[config.mk]
export PLATFORM = sky130hd
export DESIGN_NAME = rpuf_mulmod
export DESIGN_NICKNAME = d
export VERILOG_FILES = /design/src/rtl/assert_macros.svh /design/src/rtl/rpuf_pkg.sv /design/src/rtl/rpuf_mulmod.sv
export SDC_FILE = /design/constraint.sdc
export NUM_CORES = 1
export LEC_CHECK = 0
export BUFFER_PORTS_ARGS = -buffer_cell sky130_fd_sc_hd__buf_4
export CORE_ASPECT_RATIO = 1.75
export CORE_MARGIN = 1.5
export CORE_UTILIZATION = 52
export CTS_CLUSTER_SIZE = 10
export DETAILED_ROUTE_END_ITERATION = 12
export PLACE_DENSITY = 0.76
export SYNTH_ARGS = -nofsm -noshare
export SYNTH_HDL_FRONTEND = slang
export SYNTH_SLANG_ARGS = --single-unit
[constraint.sdc]
create_clock -name clk -period 6.1 [get_ports clk]
set_clock_uncertainty 0.05 [all_clocks]
set_input_delay 1.22 -clock clk [delete_from_list [all_inputs] [get_ports clk]]
set_output_delay 1.22 -clock clk [all_outputs]
set_load 0.005 [all_outputs]
[src/rtl/assert_macros.svh]
// assertion helpers shared by the rtl
`ifndef ASSERT_MACROS_SVH
`define ASSERT_MACROS_SVH

// property must hold whenever reset is released
`define ASSERT_ALWAYS(label, prop, msg) \
    label: assert property (@(posedge clk) disable iff (!rst_n) (prop)) else $error(msg);

// antecedent implies consequent in the following cycle
`define ASSERT_NEXT(label, ante, cons, msg) \
    label: assert property (@(posedge clk) disable iff (!rst_n) (ante) |=> (cons)) else $error(msg);

`endif

[src/rtl/rpuf_pkg.sv]
// ---------------------------------------------------------------------------
// rpuf_pkg
// Shared types and constants for the range-parallel union-find core.
// ---------------------------------------------------------------------------
package rpuf_pkg;

    localparam logic [29:0] PRIME = 30'd998244353;

    // element and level counts are fixed by the item field widths
    localparam int ELEMENT_COUNT = 1024;
    localparam int LEVEL_COUNT   = 11;

    localparam logic KIND_LOAD  = 1'b0;
    localparam logic KIND_UNION = 1'b1;

    typedef struct packed {
        logic        kind;
        logic [9:0]  index_a;
        logic [9:0]  index_b;
        logic [10:0] length;
        logic [29:0] weight;
    } item_t;

    typedef struct packed {
        logic [29:0] total;
        logic        range_error;
    } result_t;

    // modular add of two values below the prime
    function automatic logic [29:0] mod_add(input logic [29:0] x, input logic [29:0] y);
        logic [30:0] s;
        logic [30:0] d;
        s = {1'b0, x} + {1'b0, y};
        d = s - {1'b0, PRIME};
        mod_add = d[30] ? s[29:0] : d[29:0];
    endfunction

endpackage

[src/rtl/rpuf_mulmod.sv]
// ---------------------------------------------------------------------------
// rpuf_mulmod
// Sequential modular multiplier: one shift-add-reduce step per cycle.
// ---------------------------------------------------------------------------
module rpuf_mulmod (
    input  logic        clk,
    input  logic        rst_n,
    input  logic        start,
    input  logic [29:0] op_x,
    input  logic [29:0] op_y,
    output logic        busy,
    output logic [29:0] product
);

    logic [29:0] acc_reg, acc_next;
    logic [29:0] y_reg;
    logic [29:0] x_reg;
    logic [4:0]  cnt_reg;
    logic        busy_reg;
    logic [29:0] dbl;

    // acc = 2*acc + bit*y, all mod prime, msb first
    always_comb
    begin
        dbl = rpuf_pkg::mod_add(acc_reg, acc_reg);
        acc_next = x_reg[29] ? rpuf_pkg::mod_add(dbl, y_reg) : dbl;
    end

    always_ff @(posedge clk or negedge rst_n)
    begin
        if (!rst_n)
        begin
            busy_reg <= 1'b0;
            cnt_reg  <= '0;
        end
        else if (start)
        begin
            busy_reg <= 1'b1;
            cnt_reg  <= 5'd29;
        end
        else if (busy_reg)
        begin
            if (cnt_reg == 5'd0)
                busy_reg <= 1'b0;
            cnt_reg <= cnt_reg - 5'd1;
        end
    end

    always_ff @(posedge clk)
    begin
        if (start)
        begin
            acc_reg <= '0;
            x_reg   <= op_x;
            y_reg   <= op_y;
        end
        else if (busy_reg)
        begin
            acc_reg <= acc_next;
            x_reg   <= {x_reg[28:0], 1'b0};
        end
    end

    assign busy    = busy_reg;
    assign product = acc_reg;

endmodule

Yosys cells after proc, flatten, opt, wreduce, memory -nomap -nowiden. Cells that the tools add are included.

Add/subtract/negate cells: 5. Mux-type cells: 10. Reduce and logical (&&, ||, !) cells: 2.

Operator list (number): 2-to-1 mux 30 bit (5); adder 30 x 30 -> 31 bit (2); subtractor 31 x 30 -> 31 bit, second input constant (2); 2-to-1 mux 5 bit (2); zero test 5 bit (1); subtractor 5 x 1 -> 5 bit, second input constant (1); 2-to-1 mux 1 bit (3); nonzero test 2 bit (1).

Flip-flop bits (word level): 96. Input bits: 63. Output and inout port bits: 31. Word-level logic and storage cells: 22.

Logic depth before layout (Yosys ltp). Gate-level depths: netlist of the first run.

Depth after elaboration: 7. Gate-level depth with buffers: 23. Depth with buffers taken out: 20.

Worst setup path after synthesis of the first run. No wires, ideal clock.

Path type: flip-flop to flip-flop. Start: reg acc_reg[10], in the netlist product[10]. End: reg acc_reg[14], in the netlist product[14]. Setup time: 0.122 ns. Arrival: 6.164 ns. Data required time: 5.928 ns. Setup slack: -0.236 ns. Cell stages (with the launch flop): 24. Buffers on the path: 3. Clock period less this slack: 6.336 ns. Path through: dfxtp_1 -> or4_1 -> or4_1 -> o41a_1 -> o21ai_1 -> xnor2_1 -> buf_2 -> nand2_1 -> nor3_1 -> xor2_1 -> ha_1 -> buf_2 -> and3_1 -> a221oi_2 -> nor3_2 -> o211ai_2 -> o211a_1 -> nand4_1 -> or4_1 -> o21ai_2 -> buf_4 -> mux2i_4 -> o22ai_1 -> a311o_1.

Longest elaborated chain between the ends: 7.

Ends and longest elaborated chain: start: declaration (line rpuf_mulmod.sv:15) `logic [29:0] acc_reg, acc_next;`; start signal: assignment (line rpuf_mulmod.sv:59) `acc_reg <= acc_next;`; adder 30 x 30 -> 31 bit * (line rpuf_pkg.sv:33) `s = {1'b0, x} + {1'b0, y};`; subtractor 31 x 30 -> 31 bit (line rpuf_pkg.sv:34) `d = s - {1'b0, PRIME};`; 2-to-1 mux 30 bit * (line rpuf_pkg.sv:35) `mod_add = d[30] ? s[29:0] : d[29:0];`; adder 30 x 30 -> 31 bit (line rpuf_pkg.sv:33); subtractor 31 x 30 -> 31 bit (line rpuf_pkg.sv:34); 2-to-1 mux 30 bit (line rpuf_pkg.sv:35); 2-to-1 mux 30 bit * (line rpuf_mulmod.sv:26) `acc_next = x_reg[29] ? rpuf_pkg::mod_add(dbl, y_reg) : dbl;`.

Mark *: on every way between the ends. The rest lies on a longest branch, timed or not. A chain may end at the register's enable or synchronous reset.

Worst setup path after layout of the first run.
Start: reg acc_reg[16], in the netlist product[16]. End: reg acc_reg[28], in the netlist product[28].

The elaborated chain is that of the path after synthesis.

==> results.md, run 1 <==
- Run status: finished with violations
- Failing checks: negative setup slack
- CTS Buf Count: 9
- Final nets: 1165
- CP Capture Type: register
- Starting Density: 53.23%
- Share of cells above drive strength 1: 38.71%
- Critical path peak fanout: 5
- Worst r2r path cells: 22
- Clk buf depth: 2
- DRC Markers: 0
- Main flop type after synthesis: edfxtp_1
- Buffers & Inverters on Critical Path: 2
- Fmax: 161.2 MHz
- CTS tree: built
- Synth async-reset ratio: 6.250%
- Fin. Hold Viols: 0
- Synth warn: 0
- Top cell type's share of synthesized area: 24.34%
- Area after DPL: 0.009364 sq mm
- CP max stage delay: 0.57 ns
- Top Ports: 94
- Post-Place Worst Slack: -0.2809 ns
- Antenna Cells: 0
- Die H: 160.8 um
- Crit path arrival time: 6.41 ns
- Final setup viols: 15
- Depth of the CTS H-tree: 3
- Syn-to-layout area delta: 39.08%
- CP top delay family: simple AND/OR/NAND/NOR gates
- Reg-to-reg endpoint: product[28]
- Power Total: 5.600 mW
- DR pass1 iterations: 6
- DP Wirelength: 19.30 mm
- CP most frequent cell: or4_4
- Total vias in the final route: 7877
- Placed cells: 1204
- Average cell area after synthesis: 9.038 sq um
- RSZ-0062 raised after global routing: yes
- Post-route cell area: 0.01029 sq mm
- RD Place Congestion: 0.9545
- Layout Cells excl Fill: 1249
- Syn_nets: 917
- Critical Path End: product[28]
- Reg2Reg Setup Slack: -0.10 ns
- Max Slew Vio Count: 0
- Post-synthesis sequential area ratio: 34.48%
- Synth area leader: edfxtp_1
- Slew @ Worst Pin: 1.088 ns
- Power density cells: 543.9 mW/mm^2
- Final core utilization: 74.03%
- Cells after Synth: 819
- Hold WC Path Type: reg -> reg
- Placeable Area: 0.01391 sq mm
- Hold WS: 0.4901 ns
- Post-synth EDFFs: 60
- CP Data Required Time: 6.31 ns
- Maxcap violations: 0
- Worst Setup Slack, final: -0.1035 ns
- CP cell instances: or4_4 > or4_4 > o41a_1 > o21ai_2 > xnor2_4 > nand2_2 > nor3_2 > xor2_1 > ha_1 > and3_4 > a221oi_4 > nor3_4 > o211ai_2 > buf_4 > a2bb2oi_4 > xnor2_2 > or4_4 > o21ai_4 > xnor2_2 > buf_4 > or3_1 > a31o_2
- Post-synth top cells: nand2_1 (80), edfxtp_1 (60), nor2_1 (52), a21oi_1 (45), nand3_1 (40)
- Root Buffer: clkbuf_16
- Critical-path top delay cell: or4_4
- RR Startpoint: product[16]
- First-pass GRT wire length: 39.61 mm
- Yosys cell types: 84
- Number of nets still failing antenna checks after routing: 0
- Clock slew at reported path FFs: 0.07 ns
- DIE WIDTH: 93.19 um
- Vias in the first global route: 7802
- Mapped Area: 0.007402 sq mm
- Post-Route WL: 25.87 mm
- Input/output buffers: 93
- Initial antenna violation count: 0
- GRT overflow: 0
- Peak supply drop: 0.3085 mV
- Largest net degree at the start of global routing: 49
- Die area: 0.01499 sq mm
- Ranking of synthesized cells by area: edfxtp_1 (24%), dfxtp_1 (8.1%), ha_1 (5.7%)
- WL/cell: 20.71 um
- Count leader, synth: nand2_1
- Leakage: 4.308 nW
- Clock period minus worst slack: 6.203 ns
- Seq cells post-synth: 96
- Clock latency on the worst-skew pair: 0.37 ns
- Initial drt markers: 627
- Clk sinks: 96
- Crit Path Class: reg -> reg
- Fin crit share: 101.7%
- Overall fraction of global-route tracks in use: 34.68%
- Drt via density: 6.307
- Max-slew headroom: 27.37%
- Setup tns final: -0.5772 ns
- Row Count: 57
- Crit path depth: 22
- CP startpoint: product[16]
- Critical Path Source Type: register
cell families (layout without fill, tap and decap cells):
group                    after synthesis  in the layout  share of synthesized area, %
buffers and inverters                 61            314                         3.415
adder cells (fa/ha/maj)               35             35                         6.018
AND/OR/NAND/NOR                      322            322                         22.67
XOR/XNOR                              52             52                         6.254
flip-flops                            96             96                         34.48
AO/OA/AOI/OAI                        211            211                         20.77
multiplexers                          42             42                         6.390
placed cells by master, fill, tap and decap left out, drive strengths merged, types with 14 or more instances in the layout:
master	synthesis	final
ha	34	34
xnor2	39	39
inv	21	24
dfxtp	30	30
a21oi	45	45
and2	15	15
mux2	32	32
nor3	38	38
nand2	80	80
nor2	52	52
nand4	14	14
buf	17	277
o21ai	37	37
nand3	41	41
edfxtp	60	60
worst min-delay path by stage:
stage / startpoint / endpoint / slack (ns) / depth (start not counted)
5_1_grt: cnt_reg[4] / cnt_reg[4] / 0.50 / 2
3_5_place_dp: cnt_reg[4] / cnt_reg[4] / 0.47 / 2
3_3_place_gp: cnt_reg[4] / cnt_reg[4] / 0.45 / 2
6_report: cnt_reg[4] / cnt_reg[4] / 0.49 / 2
4_1_cts: cnt_reg[4] / cnt_reg[4] / 0.49 / 2
2_1_floorplan: cnt_reg[4] / cnt_reg[4] / 0.44 / 2
layer usage:
layer  GRT usage [%]  vias up  routed length [um]
met5               0        -                   0
met4           25.90        0                2148
met3           5.256      151                1235
met2           62.21      392               13410
met1           35.27     3717                9071
li1                -     3617                   -
area by class of cell:
cell class / instances / area (sq um)
inverter: 21 / 78.83
clock inverter: 6 / 57.56
fill: 1016 / 3612
sequential: 96 / 2554
timing repair buffer: 277 / 2118
tap: 177 / 221.5
clock buffer: 10 / 250.2
multi-input combinational: 662 / 5015
report_power, final:
group          internal [mW]  leakage [nW]  switching [mW]
clock network          0.311         0.149           0.291
registers              0.817         0.923           0.144
logic                   1.90          3.24            2.14
worst register-to-register path, cell delays in order (launching register included):
cell	delay (ns)
dfxtp_1	0.31
or4_4	0.53
or4_4	0.51
o41a_1	0.36
o21ai_2	0.23
xnor2_4	0.20
nand2_2	0.10
nor3_2	0.14
xor2_1	0.37
ha_1	0.32
and3_4	0.20
a221oi_4	0.36
nor3_4	0.10
o211ai_2	0.21
buf_4	0.15
a2bb2oi_4	0.08
xnor2_2	0.18
or4_4	0.57
o21ai_4	0.26
xnor2_2	0.13
buf_4	0.17
or3_1	0.34
a31o_2	0.23
repair_timing:
action	4_1_cts	5_1_grt
pin swaps	18	26
resized for setup	22	66
hold buffers	0	0
setup buffers	19	11
setup endpoints to repair	29	30
(Power assumes the default switching activity.)
==> run 2, diff against run 1 <==
--- a/config.mk
+++ b/config.mk
@@ -12,6 +12,7 @@
 export CTS_CLUSTER_SIZE = 10
 export DETAILED_ROUTE_END_ITERATION = 12
 export PLACE_DENSITY = 0.76
+export RECOVER_POWER = 100
 export SYNTH_ARGS = -nofsm -noshare
 export SYNTH_HDL_FRONTEND = slang
 export SYNTH_SLANG_ARGS = --single-unit
==> results.md, run 2 (synthesis gave the netlist of run 1 again) <==
- CP cell instances: or4_4 > or4_4 > o41a_1 > o21ai_2 > xnor2_4 > nand2_2 > nor3_2 > xor2_1 > ha_1 > and3_4 > a221oi_4 > nor3_4 > o211ai_2 > buf_4 > a2bb2oi_4 > xnor2_2 > or4_4 > o21ai_4 > xnor2_2 > buf_4 > or3_1 > a31o_2 (unchanged)
- DRC Markers: 0 (unchanged)
- Number of nets still failing antenna checks after routing: 0 (unchanged)
- Vias in the first global route: 7802 (unchanged)
- First-pass GRT wire length: 39.61 mm (unchanged)
- Clock power frac: 10.7% (was 10.8%)
- Crit Path Class: reg -> reg (unchanged)
- Die area: 0.01499 sq mm (unchanged)
- RR Startpoint: product[16] (unchanged)
- Starting Density: 53.23% (unchanged)
- CTS tree: built (unchanged)
- Leakage: 4.295 nW (was 4.308 nW)
- Critical Path Source Type: register (unchanged)
- CP startpoint: product[16] (unchanged)
- Drt via density: 6.279 (was 6.307)
- Fin. Hold Viols: 0 (unchanged)
- Clk buf depth: 2 (unchanged)
- Max Slew Vio Count: 0 (unchanged)
- Switching Share: 45.96% (was 45.97%)
- CTS Buf Count: 9 (unchanged)
- Hold WC Path Type: reg -> reg (unchanged)
- GRT overflow: 0 (unchanged)
- Post-Place Worst Slack: -0.2809 ns (unchanged)
- Buffers & Inverters on Critical Path: 2 (unchanged)
- Area after DPL: 0.009364 sq mm (unchanged)
- Slew @ Worst Pin: 1.087 ns (was 1.088 ns)
- Min-delay src: cnt_reg[4] (unchanged)
- Comb pwr share: 72.1% (about the same)
- DR pass1 iterations: 7 (was 6)
- WL/cell: 20.68 um (was 20.71 um)
- Post-Route WL: 25.83 mm (was 25.87 mm)
- Internal power: 3.023 mW (was 3.026 mW)
- Fmax: 160.9 MHz (was 161.2 MHz)
- CP top delay family: simple AND/OR/NAND/NOR gates (unchanged)
- Top Ports: 94 (unchanged)
- Commonest non-fill, non-tap cell in the layout: buf_4 (unchanged)
- Crit path arrival time: 6.43 ns (was 6.41 ns)
- Fin crit share: 101.9% (was 101.7%)
- Initial antenna violation count: 0 (unchanged)
- Switch Pwr: 2.571 mW (was 2.574 mW)
- Initial drt markers: 654 (was 627)
- Critical-path top delay cell: or4_4 (unchanged)
- Max-slew headroom: 27.47% (was 27.37%)
- Power density cells: 543.6 mW/mm^2 (was 543.9 mW/mm^2)
- Depth of the CTS H-tree: 3 (unchanged)
- CP Data Required Time: 6.31 ns (about the same)
- CP Capture Type: register (unchanged)
- Syn-to-layout area delta: 39.03% (was 39.08%)
- Final nets: 1165 (unchanged)
- Antenna Cells: 0 (unchanged)
- Final setup viols: 15 (unchanged)
- Share of cells above drive strength 1: 38.62% (was 38.71%)
- Clock latency on the worst-skew pair: 0.36 ns (was 0.37 ns)
- RD Place Congestion: 0.9545 (unchanged)
- Largest net degree at the start of global routing: 49 (unchanged)
- Clk sinks: 96 (unchanged)
- Final core utilization: 74.00% (was 74.03%)
- Die H: 160.8 um (unchanged)
- Commonest non-fill, non-tap cells in the layout: buf_4 (231), nand2_1 (77), edfxtp_1 (60) (was buf_4 (269), nand2_1 (77), edfxtp_1 (60))
- DP Wirelength: 19.30 mm (unchanged)
- Critical path peak fanout: 5 (unchanged)
- Total vias in the final route: 7842 (was 7877)
- RSZ-0062 raised after global routing: yes (unchanged)
- CP most frequent cell: or4_4 (unchanged)
- Post-route cell area: 0.01029 sq mm (about the same)
- Failing checks: negative setup slack (unchanged)
- Power Total: 5.594 mW (was 5.600 mW)
- Input/output buffers: 93 (unchanged)
- DIE WIDTH: 93.19 um (unchanged)
- Peak supply drop: 0.3086 mV (was 0.3085 mV)
- Placeable Area: 0.01391 sq mm (unchanged)
- Worst Setup Slack, final: -0.1153 ns (was -0.1035 ns)
- Row Count: 57 (unchanged)
- Run status: finished with violations (unchanged)
- Maxcap violations: 0 (unchanged)
- CP max stage delay: 0.57 ns (about the same)
- Sequential Power Share: 17.2% (about the same)
- Root Buffer: clkbuf_16 (unchanged)
- Clock slew at reported path FFs: 0.08 ns (was 0.07 ns)
- Clock period minus worst slack: 6.215 ns (was 6.203 ns)
- Overall fraction of global-route tracks in use: 34.68% (unchanged)
[run 2: tightest hold or removal path, delay by kind of cell (launching register included)]
kind	cells	cell delay, ns
flip-flops	1	0.37
AND/OR/NAND/NOR	1	0.06
XOR/XNOR	1	0.08
[run 2: path summary, 6_finish.rpt]
| kind | endpoint | cells after the start | slack, ns |
|---|---|---|---|
| worst max-delay path | product[28] | 22 | -0.12 |
| worst min-delay path | cnt_reg[4] | 2 | 0.49 |
| min in group asynchronous | cnt_reg[3] | 1 | 0.67 |
| worst min register to register | cnt_reg[4] | 2 | 0.49 |
| max in group asynchronous | cnt_reg[0] | 1 | 5.08 |
| worst max register to register | product[28] | 22 | -0.12 |
[run 2: repair_timing]
action,4_1_cts,5_1_grt
pin swaps,18,26
hold buffers,0,0
gates cloned,0,0
endpoints found under the setup margin,29,30
gates resized for setup,22,66
buffers inserted,19,11
[run 2: power by group through the flow]
stage	clock (mW)	sequential [mW]	combinational, mW
2_1_floorplan	0	0.933	1.93
3_3_place_gp	0	0.956	3.47
3_5_place_dp	0	0.955	3.51
4_1_cts	0.601	0.944	3.70
5_1_grt	0.622	0.967	4.28
6_report	0.600	0.960	4.03
[run 2: layer usage]
layer  global-route usage [%]  share of wire [%]  routed length, um
met2                    62.21                 52              13460
met3                    5.256                5.0               1282
met4                    25.90                8.3               2137
met5                        0                  0                  0
met1                    35.27                 35               8943
[run 2: final cells by class]
cell class / instances / area [sq um]
clock buffers: 10 / 250.2
clock inverters: 6 / 57.56
fillers: 1016 / 3616
inverters: 21 / 78.83
multi-input cells: 662 / 5015
flip-flops and latches: 96 / 2554
well taps: 177 / 221.5
repair buffers: 277 / 2115
[run 2: per-stage QoR]
stage                     instances  setup TNS, ns  hold slack, ns
after floorplan                 819              0          0.4354
after global placement         1204         -2.288          0.4530
after detailed placement       1204         -4.210          0.4682
after CTS                      1239              0          0.4870
after global routing           1249         -4.536          0.5005
final                          1249        -0.7750          0.4866
